File: src/sv/tlvp_pkg.sv
// Package for the TLV stream parser: request/result payload structs,
// phase, kind and error code enums, and decode constants. No dependencies.
package tlvp_pkg;

  typedef enum logic [2:0] {
    PH_TAG1    = 3'd0,
    PH_TAG2    = 3'd1,
    PH_LEN1    = 3'd2,
    PH_LENHI   = 3'd3,
    PH_LENLO   = 3'd4,
    PH_PAYLOAD = 3'd5
  } phase_t;

  typedef enum logic [1:0] {
    KIND_HEADER  = 2'd0,
    KIND_PAYLOAD = 2'd1,
    KIND_ERROR   = 2'd2
  } kind_t;

  typedef enum logic [1:0] {
    ERR_ZERO_TAG   = 2'd0,
    ERR_BAD_LENGTH = 2'd1,
    ERR_TRUNCATED  = 2'd2
  } err_t;

  localparam logic [7:0] LEN_LONG_ONE = 8'h81;
  localparam logic [7:0] LEN_LONG_TWO = 8'h82;
  localparam logic [3:0] TAG_EXT_NIBBLE = 4'hF;

  typedef struct packed {
    logic [7:0] data_byte;
    logic       last_in_buffer;
  } tlvp_in_t;

  typedef struct packed {
    kind_t       kind;
    logic [15:0] tag;
    logic [15:0] elem_length;
    logic [7:0]  payload_byte;
    logic        element_end;
    err_t        error_code;
  } tlvp_out_t;

endpackage

File: src/sv/tlvp_decode_core.sv
// Decode core of the TLV stream parser: parse state registers plus the
// single-pass next-state and result logic for one buffer byte.
// Depends on tlvp_pkg.
module tlvp_decode_core (
  input  logic              clk,
  input  logic              rst,
  input  logic              step,
  input  tlvp_pkg::tlvp_in_t  item,
  output logic              res_valid,
  output tlvp_pkg::tlvp_out_t res
);
  import tlvp_pkg::*;

  phase_t      phase, phase_next;
  logic [15:0] tag_acc, tag_acc_next;
  logic [15:0] length_acc, length_acc_next;
  logic [15:0] remaining, remaining_next;
  logic        discarding, discarding_next;

  logic [7:0]  b;
  logic        last;
  logic [15:0] hdr_len;
  logic [15:0] rem_dec;

  assign b    = item.data_byte;
  assign last = item.last_in_buffer;
  // Length that completes a header in this cycle (short form or low byte).
  assign hdr_len = (phase == PH_LEN1) ? {8'h00, b} : (length_acc | {8'h00, b});
  assign rem_dec = remaining - 16'd1;

  // Next state
  always_comb begin
    phase_next      = phase;
    tag_acc_next    = tag_acc;
    length_acc_next = length_acc;
    remaining_next  = remaining;
    discarding_next = discarding;
    if (step) begin
      if (discarding) begin
        if (last) begin
          discarding_next = 1'b0;
          phase_next      = PH_TAG1;
        end
      end else begin
        case (phase)
          PH_TAG2: begin
            tag_acc_next = tag_acc | {8'h00, b};
            phase_next   = last ? PH_TAG1 : PH_LEN1;
          end
          PH_LEN1: begin
            if (b[7] == 1'b0) begin
              length_acc_next = hdr_len;
              if (last) begin
                phase_next = PH_TAG1;
              end else begin
                remaining_next = hdr_len;
                phase_next     = (hdr_len == 16'd0) ? PH_TAG1 : PH_PAYLOAD;
              end
            end else if (b == LEN_LONG_ONE) begin
              length_acc_next = 16'd0;
              phase_next      = last ? PH_TAG1 : PH_LENLO;
            end else if (b == LEN_LONG_TWO) begin
              length_acc_next = 16'd0;
              phase_next      = last ? PH_TAG1 : PH_LENHI;
            end else begin
              phase_next      = PH_TAG1;
              discarding_next = !last;
            end
          end
          PH_LENHI: begin
            length_acc_next = {b, 8'h00};
            phase_next      = last ? PH_TAG1 : PH_LENLO;
          end
          PH_LENLO: begin
            length_acc_next = hdr_len;
            if (last) begin
              phase_next = PH_TAG1;
            end else begin
              remaining_next = hdr_len;
              phase_next     = (hdr_len == 16'd0) ? PH_TAG1 : PH_PAYLOAD;
            end
          end
          PH_PAYLOAD: begin
            remaining_next = rem_dec;
            if (rem_dec == 16'd0 || last) begin
              phase_next = PH_TAG1;
            end
          end
          default: begin
            if (b == 8'h00) begin
              phase_next      = PH_TAG1;
              discarding_next = !last;
            end else if (b[3:0] == TAG_EXT_NIBBLE) begin
              tag_acc_next = {b, 8'h00};
              phase_next   = last ? PH_TAG1 : PH_TAG2;
            end else begin
              tag_acc_next = {8'h00, b};
              phase_next   = last ? PH_TAG1 : PH_LEN1;
            end
          end
        endcase
      end
    end
  end

  // Result
  always_comb begin
    res_valid        = 1'b0;
    res.kind         = KIND_ERROR;
    res.tag          = 16'd0;
    res.elem_length  = 16'd0;
    res.payload_byte = 8'h00;
    res.element_end  = 1'b0;
    res.error_code   = ERR_ZERO_TAG;
    if (step && !discarding) begin
      case (phase)
        PH_TAG2, PH_LENHI: begin
          if (last) begin
            res_valid      = 1'b1;
            res.error_code = ERR_TRUNCATED;
          end
        end
        PH_LEN1, PH_LENLO: begin
          if (phase == PH_LEN1 && b[7] == 1'b1) begin
            if (b == LEN_LONG_ONE || b == LEN_LONG_TWO) begin
              if (last) begin
                res_valid      = 1'b1;
                res.error_code = ERR_TRUNCATED;
              end
            end else begin
              res_valid      = 1'b1;
              res.error_code = ERR_BAD_LENGTH;
            end
          end else if (last) begin
            res_valid      = 1'b1;
            res.error_code = ERR_TRUNCATED;
          end else begin
            res_valid       = 1'b1;
            res.kind        = KIND_HEADER;
            res.tag         = tag_acc;
            res.elem_length = hdr_len;
            res.element_end = (hdr_len == 16'd0);
          end
        end
        PH_PAYLOAD: begin
          res_valid = 1'b1;
          if (rem_dec != 16'd0 && last) begin
            res.error_code = ERR_TRUNCATED;
          end else begin
            res.kind         = KIND_PAYLOAD;
            res.tag          = tag_acc;
            res.elem_length  = length_acc;
            res.payload_byte = b;
            res.element_end  = (rem_dec == 16'd0);
          end
        end
        default: begin
          if (b == 8'h00) begin
            res_valid      = 1'b1;
            res.error_code = ERR_ZERO_TAG;
          end else if (last) begin
            res_valid      = 1'b1;
            res.error_code = ERR_TRUNCATED;
          end
        end
      endcase
    end
  end

  always_ff @(posedge clk) begin
    if (rst) begin
      phase      <= PH_TAG1;
      tag_acc    <= 16'd0;
      length_acc <= 16'd0;
      remaining  <= 16'd0;
      discarding <= 1'b0;
    end else begin
      phase      <= phase_next;
      tag_acc    <= tag_acc_next;
      length_acc <= length_acc_next;
      remaining  <= remaining_next;
      discarding <= discarding_next;
    end
  end

`ifndef NO_ASSERTIONS
  // Dropping bytes always happens from the first-tag phase.
  a_discard_phase: assert property (@(posedge clk) disable iff (rst)
    discarding |-> phase == PH_TAG1)
    else $error("discarding outside first tag phase");

  // Payload phase never holds a zero count.
  a_payload_count: assert property (@(posedge clk) disable iff (rst)
    phase == PH_PAYLOAD |-> remaining != 16'd0)
    else $error("payload phase with nothing remaining");

  // A buffer end always returns the parser to a clean start.
  a_last_resets: assert property (@(posedge clk) disable iff (rst)
    step && last |=> phase == PH_TAG1 && !discarding)
    else $error("parser not restarted after buffer end");

  // Payload results only come from the payload phase.
  a_payload_src: assert property (@(posedge clk) disable iff (rst)
    res_valid && res.kind == KIND_PAYLOAD |-> phase == PH_PAYLOAD && !discarding)
    else $error("payload result outside payload phase");
`endif

endmodule

File: src/sv/tlv_stream_parser.sv
// Top level of the TLV stream parser: request register, decode core and
// result register with valid/ready handshakes. Depends on tlvp_pkg and
// tlvp_decode_core.
//
// Decodes a BER-like TLV byte stream at one byte per clock. Each request is
// one buffer byte plus a flag that marks the buffer's last byte. A tag is one
// byte, or two when the first byte's low nibble is 0xF; a length is a short
// form below 0x80, or 0x81/0x82 followed by one or two big-endian bytes. Each
// completed header yields a header result, then each payload byte yields a
// payload result, the element's last one flagged by element_end (a
// zero-length header carries the flag itself). A zero tag byte, an unknown
// length form, or a buffer that ends inside an element (including a final
// zero-length element) gives a single error result; bytes are then dropped
// until the buffer ends. Many bytes give no result at all (tag and length
// bytes, dropped bytes). Throughput is one request per cycle as long as
// results are taken; each request is held in the request register, then its
// result in the result register, with the parse state updated in the single
// pass between them. A held result stalls the request register, and
// item_ready follows result_ready combinationally when both registers hold
// data.
module tlv_stream_parser (
  input  logic                clk,
  input  logic                rst,
  input  logic                item_valid,
  output logic                item_ready,
  input  tlvp_pkg::tlvp_in_t  item,
  output logic                result_valid,
  input  logic                result_ready,
  output tlvp_pkg::tlvp_out_t result
);
  import tlvp_pkg::*;

  tlvp_in_t  req_q;
  logic      req_valid;
  logic      advance;
  logic      step;
  logic      core_valid;
  tlvp_out_t core_res;

  // Result register is free when empty or being taken this cycle.
  assign advance    = !result_valid || result_ready;
  // Decode the held request only when its result, if any, has a place to go.
  assign step       = req_valid && advance;
  assign item_ready = !req_valid || advance;

  // Request register: hold one byte ahead of the decoder.
  always_ff @(posedge clk) begin
    if (rst) begin
      req_valid <= 1'b0;
    end else if (item_valid && item_ready) begin
      req_valid <= 1'b1;
    end else if (step) begin
      req_valid <= 1'b0;
    end
  end

  always_ff @(posedge clk) begin
    if (item_valid && item_ready) begin
      req_q <= item;
    end
  end

  tlvp_decode_core u_core (
    .clk       (clk),
    .rst       (rst),
    .step      (step),
    .item      (req_q),
    .res_valid (core_valid),
    .res       (core_res)
  );

  // Result register: load a fresh result, or drop the taken one.
  always_ff @(posedge clk) begin
    if (rst) begin
      result_valid <= 1'b0;
    end else if (advance) begin
      result_valid <= step && core_valid;
    end
  end

  always_ff @(posedge clk) begin
    if (step && core_valid) begin
      result <= core_res;
    end
  end

endmodule
File: config.mk
export PLATFORM = sky130hd
export DESIGN_NAME = tlv_stream_parser
export DESIGN_NICKNAME = d
export VERILOG_FILES = /design/src/sv/tlvp_pkg.sv /design/src/sv/tlvp_decode_core.sv /design/src/sv/tlv_stream_parser.sv
export SDC_FILE = /design/constraint.sdc
export NUM_CORES = 1
export LEC_CHECK = 0
export BUFFER_PORTS_ARGS = -buffer_cell sky130_fd_sc_hd__buf_2
export CAP_MARGIN = 40
export CORE_ASPECT_RATIO = 2
export CORE_MARGIN = 2
export CORE_UTILIZATION = 35
export DETAILED_ROUTE_END_ITERATION = 7
export GPL_TIMING_DRIVEN = 0
export PLACE_DENSITY = 0.5
export SLEW_MARGIN = 20
export SYNTH_ARGS = -nofsm -noshare
export SYNTH_HDL_FRONTEND = slang
export SYNTH_SLANG_ARGS = --single-unit
File: constraint.sdc
create_clock -name clk -period 5.9 [get_ports clk]
set_input_delay 1.18 -clock clk [delete_from_list [all_inputs] [get_ports clk]]
set_output_delay 1.18 -clock clk [all_outputs]
set_load 0.1 [all_outputs]
==> flow_summary.ini <==
[cells_and_area]
area_growth_pct = 16.2
drive_gt1_share_pct = 20.5
design_area_um2 = 6380
most-common-layout-cells = nor2_1, buf_2, nand2_1, edfxtp_1, dfxtp_1
diodes = 0
fin_util_pct = 41.7
final_common_cell = nor2_1
nNetsFinal = 658
instances_no_fill = 846

[power]
power.internal_mw = 1.14
total_power_mw = 1.59
power.switching_mw = 0.458
pwr-share-comb_pct = 12.8
power_frac_clock_pct = 35.8
power.share.switching_pct = 28.7
ir_drop_mv = 0.134
p_per_area_nw_per_um2 = 250
leakagePower_nw = 2.13
seq_power_share_pct = 51.3

[yosys]
yosysSeqAreaShare_pct = 49.3
synth-compound-area-share_pct = 21.9
synth_edf_count = 54
postSynthCellCount = 568
synth-seq-cells = 108
synthArstFlopShare_pct = 0
syn_area_um2 = 5490
synthAdderAreaFrac_pct = 0.456
synth_top_family_by_area = compound AO/OA/AOI/OAI gates
muxShareOfSynthArea_pct = 0.730
ys.flop_type = edfxtp_1
syn_nets = 583
yosysWarnings = 0
avgSynthCellArea_um2 = 9.66
synth_xor_area_share_pct = 1.12
yosys.area_share.simple_pct = 21.3
synth.distinct_cells = 73

[clocking]
h-tree-depth = 3
cts_setup_buffers = 0
clkSinkCount = 108
hold_buffers = 0
clock_path_buffers = 2
cts_buffers = 9
cts-root-buf = clkbuf_16
clock_latency_ns = 0.36
clk_pin_slew_ns = 0.07
cts_tree = yes
cts_repair_resize_count = 0

[placed_design]
pre_cts_ws_ns = 2.40
numPortBuffers = 59
dpl-instance-area_um2 = 6110
dp.cells = 830
gp_congestion = 0.932
hpwl_um = 12900

[floorplanning]
die-area_um2 = 16800
coreArea_um2 = 15300
fp.dieW_um = 92.5
dieHeight_um = 181
boundaryPins = 60
rows = 64
start_util_pct = 35.9

[timing]
setup_viol = 0
fin_crit_sh_pct = 58.0
hold_viol_final = 0
worstMarginPinSlew_ns = 0.881
skew_ns = 0.00893
slew_headroom_pct = 41.1
grt_setup_unrepaired = false
fmax_ghz = 0.292
hold_ws_ns = 0.495
finalCriticalPeriod_ns = 3.42
slew_violations = 0
fin_ws_ns = 2.48
setup_tns_ns = 0

[drt]
via_per_inst = 5.54
wl_met2_um = 9280
drt_iter0_drc = 333
wl_met3_um = 641
wire_per_inst_um = 20.0
wirelength_um = 16900
first_pass_iters = 5
num_vias = 4689
drt.antenna.violating_nets = 0
wl_met1_um = 6010
maxUsedRoutingLayer = met4
drc = 0

[critical_path]
cp.arrival_ns = 3.60
crit_type = flip-flop to flip-flop
worstSetupStartpointType = flip-flop
required_ns = 6.08
crit_fanout = 9
cp-end-kind = flip-flop

[global_route]
grt_max_degree = 26
grt_pass1_vias = 4800
antenna_found_initial = 0
groute.usage.overall_pct = 20.7
grt_pass1_wl_um = 26300
overflow = 0

[outcome]
status = finished clean

[worst_hold_path]
hp-class = flip-flop to flip-flop

[flow_run]
maxCapViolCount = 0
## cell usage after synthesis, types with 5 or more instances
library cell,count,share of area [%]
dfxtp_1,54,20
clkbuf_1,34,2.3
or4_1,5,0.68
nor3b_1,13,1.8
edfxtp_1,54,30
nand2_1,54,3.7
nand3_1,5,0.46
nor3_1,17,1.6
a21oi_2,16,2.6
nor4_1,8,0.91
o22ai_2,7,1.6
a22oi_1,27,3.7
o21ai_0,27,2.5
a21oi_1,47,4.3
xnor2_1,6,0.96
nor2_1,73,5.0
inv_1,6,0.41
a32o_1,7,1.3
nor2b_1,6,0.68
a2bb2oi_1,6,0.96
nand2b_1,6,0.68
## power by group through the flow
stage / registers, mW / clock network (mW) / logic, mW
after detailed placement: 0.835 / 0 / 0.204
after CTS: 0.818 / 0.582 / 0.205
after global routing: 0.820 / 0.609 / 0.215
final: 0.818 / 0.571 / 0.205
after global placement: 0.837 / 0 / 0.198
after floorplan: 0.912 / 0 / 0.0733
## path summary, 6_finish.rpt
kind / cells past startpoint / slack [ns] / end / from
min reg2reg: 2 / 0.49 / u_core.tag_acc[9] / u_core.tag_acc[9]
max reg2reg: 10 / 2.48 / result[21] / u_core.remaining[0]
max: 10 / 2.48 / result[21] / u_core.remaining[0]
min: 2 / 0.49 / u_core.tag_acc[9] / u_core.tag_acc[9]
## state kept, by name, summed over array words and instances, names as in the netlist
signal,count
result_valid,1
u_core.length_acc,16
req_q,9
req_valid,1
u_core.discarding,1
u_core.phase,3
u_core.tag_acc,16
u_core.remaining,16
result,45
## logic make-up (layout without fill, tap and decap cells)
logic type      count (synthesis)  in the layout
compound gates                171            171
xor+xnor                        7              7
fa+ha+maj                       2              2
buf+inv                        53            133
flops                         108            108
mux                             3              3
simple gates                  224            224
## critical path: stages, from the launching register on
cell and delay (ns):
dfxtp_1 0.33, buf_6 0.14, inv_1 0.05, ha_1 0.32, nor3b_1 0.77, nand2_1 0.17, xnor2_1 0.16, or4_4 0.57
o31a_1 0.30, buf_4 0.18, nor3_1 0.25
## cell type report
class                   instances  area, µm²
fillers                      1547       8920
flip-flops and latches        108       2700
multi-input cells             407       2510
repair buffers                 64        364
plain buffers                  46        262
well taps                     198        248
clock buffers                  10        229
clock inverters                 6       37.5
inverters                       7       26.3
## metal layers
metal / global-route usage [%] / vias up
met1: 20.9 / 2247
met4: 12.5 / 0
li1: - / 2241
met3: 3.09 / 57
met2: 38.7 / 144
met5: 0 / -
Power figures use the tool's default switching activity.
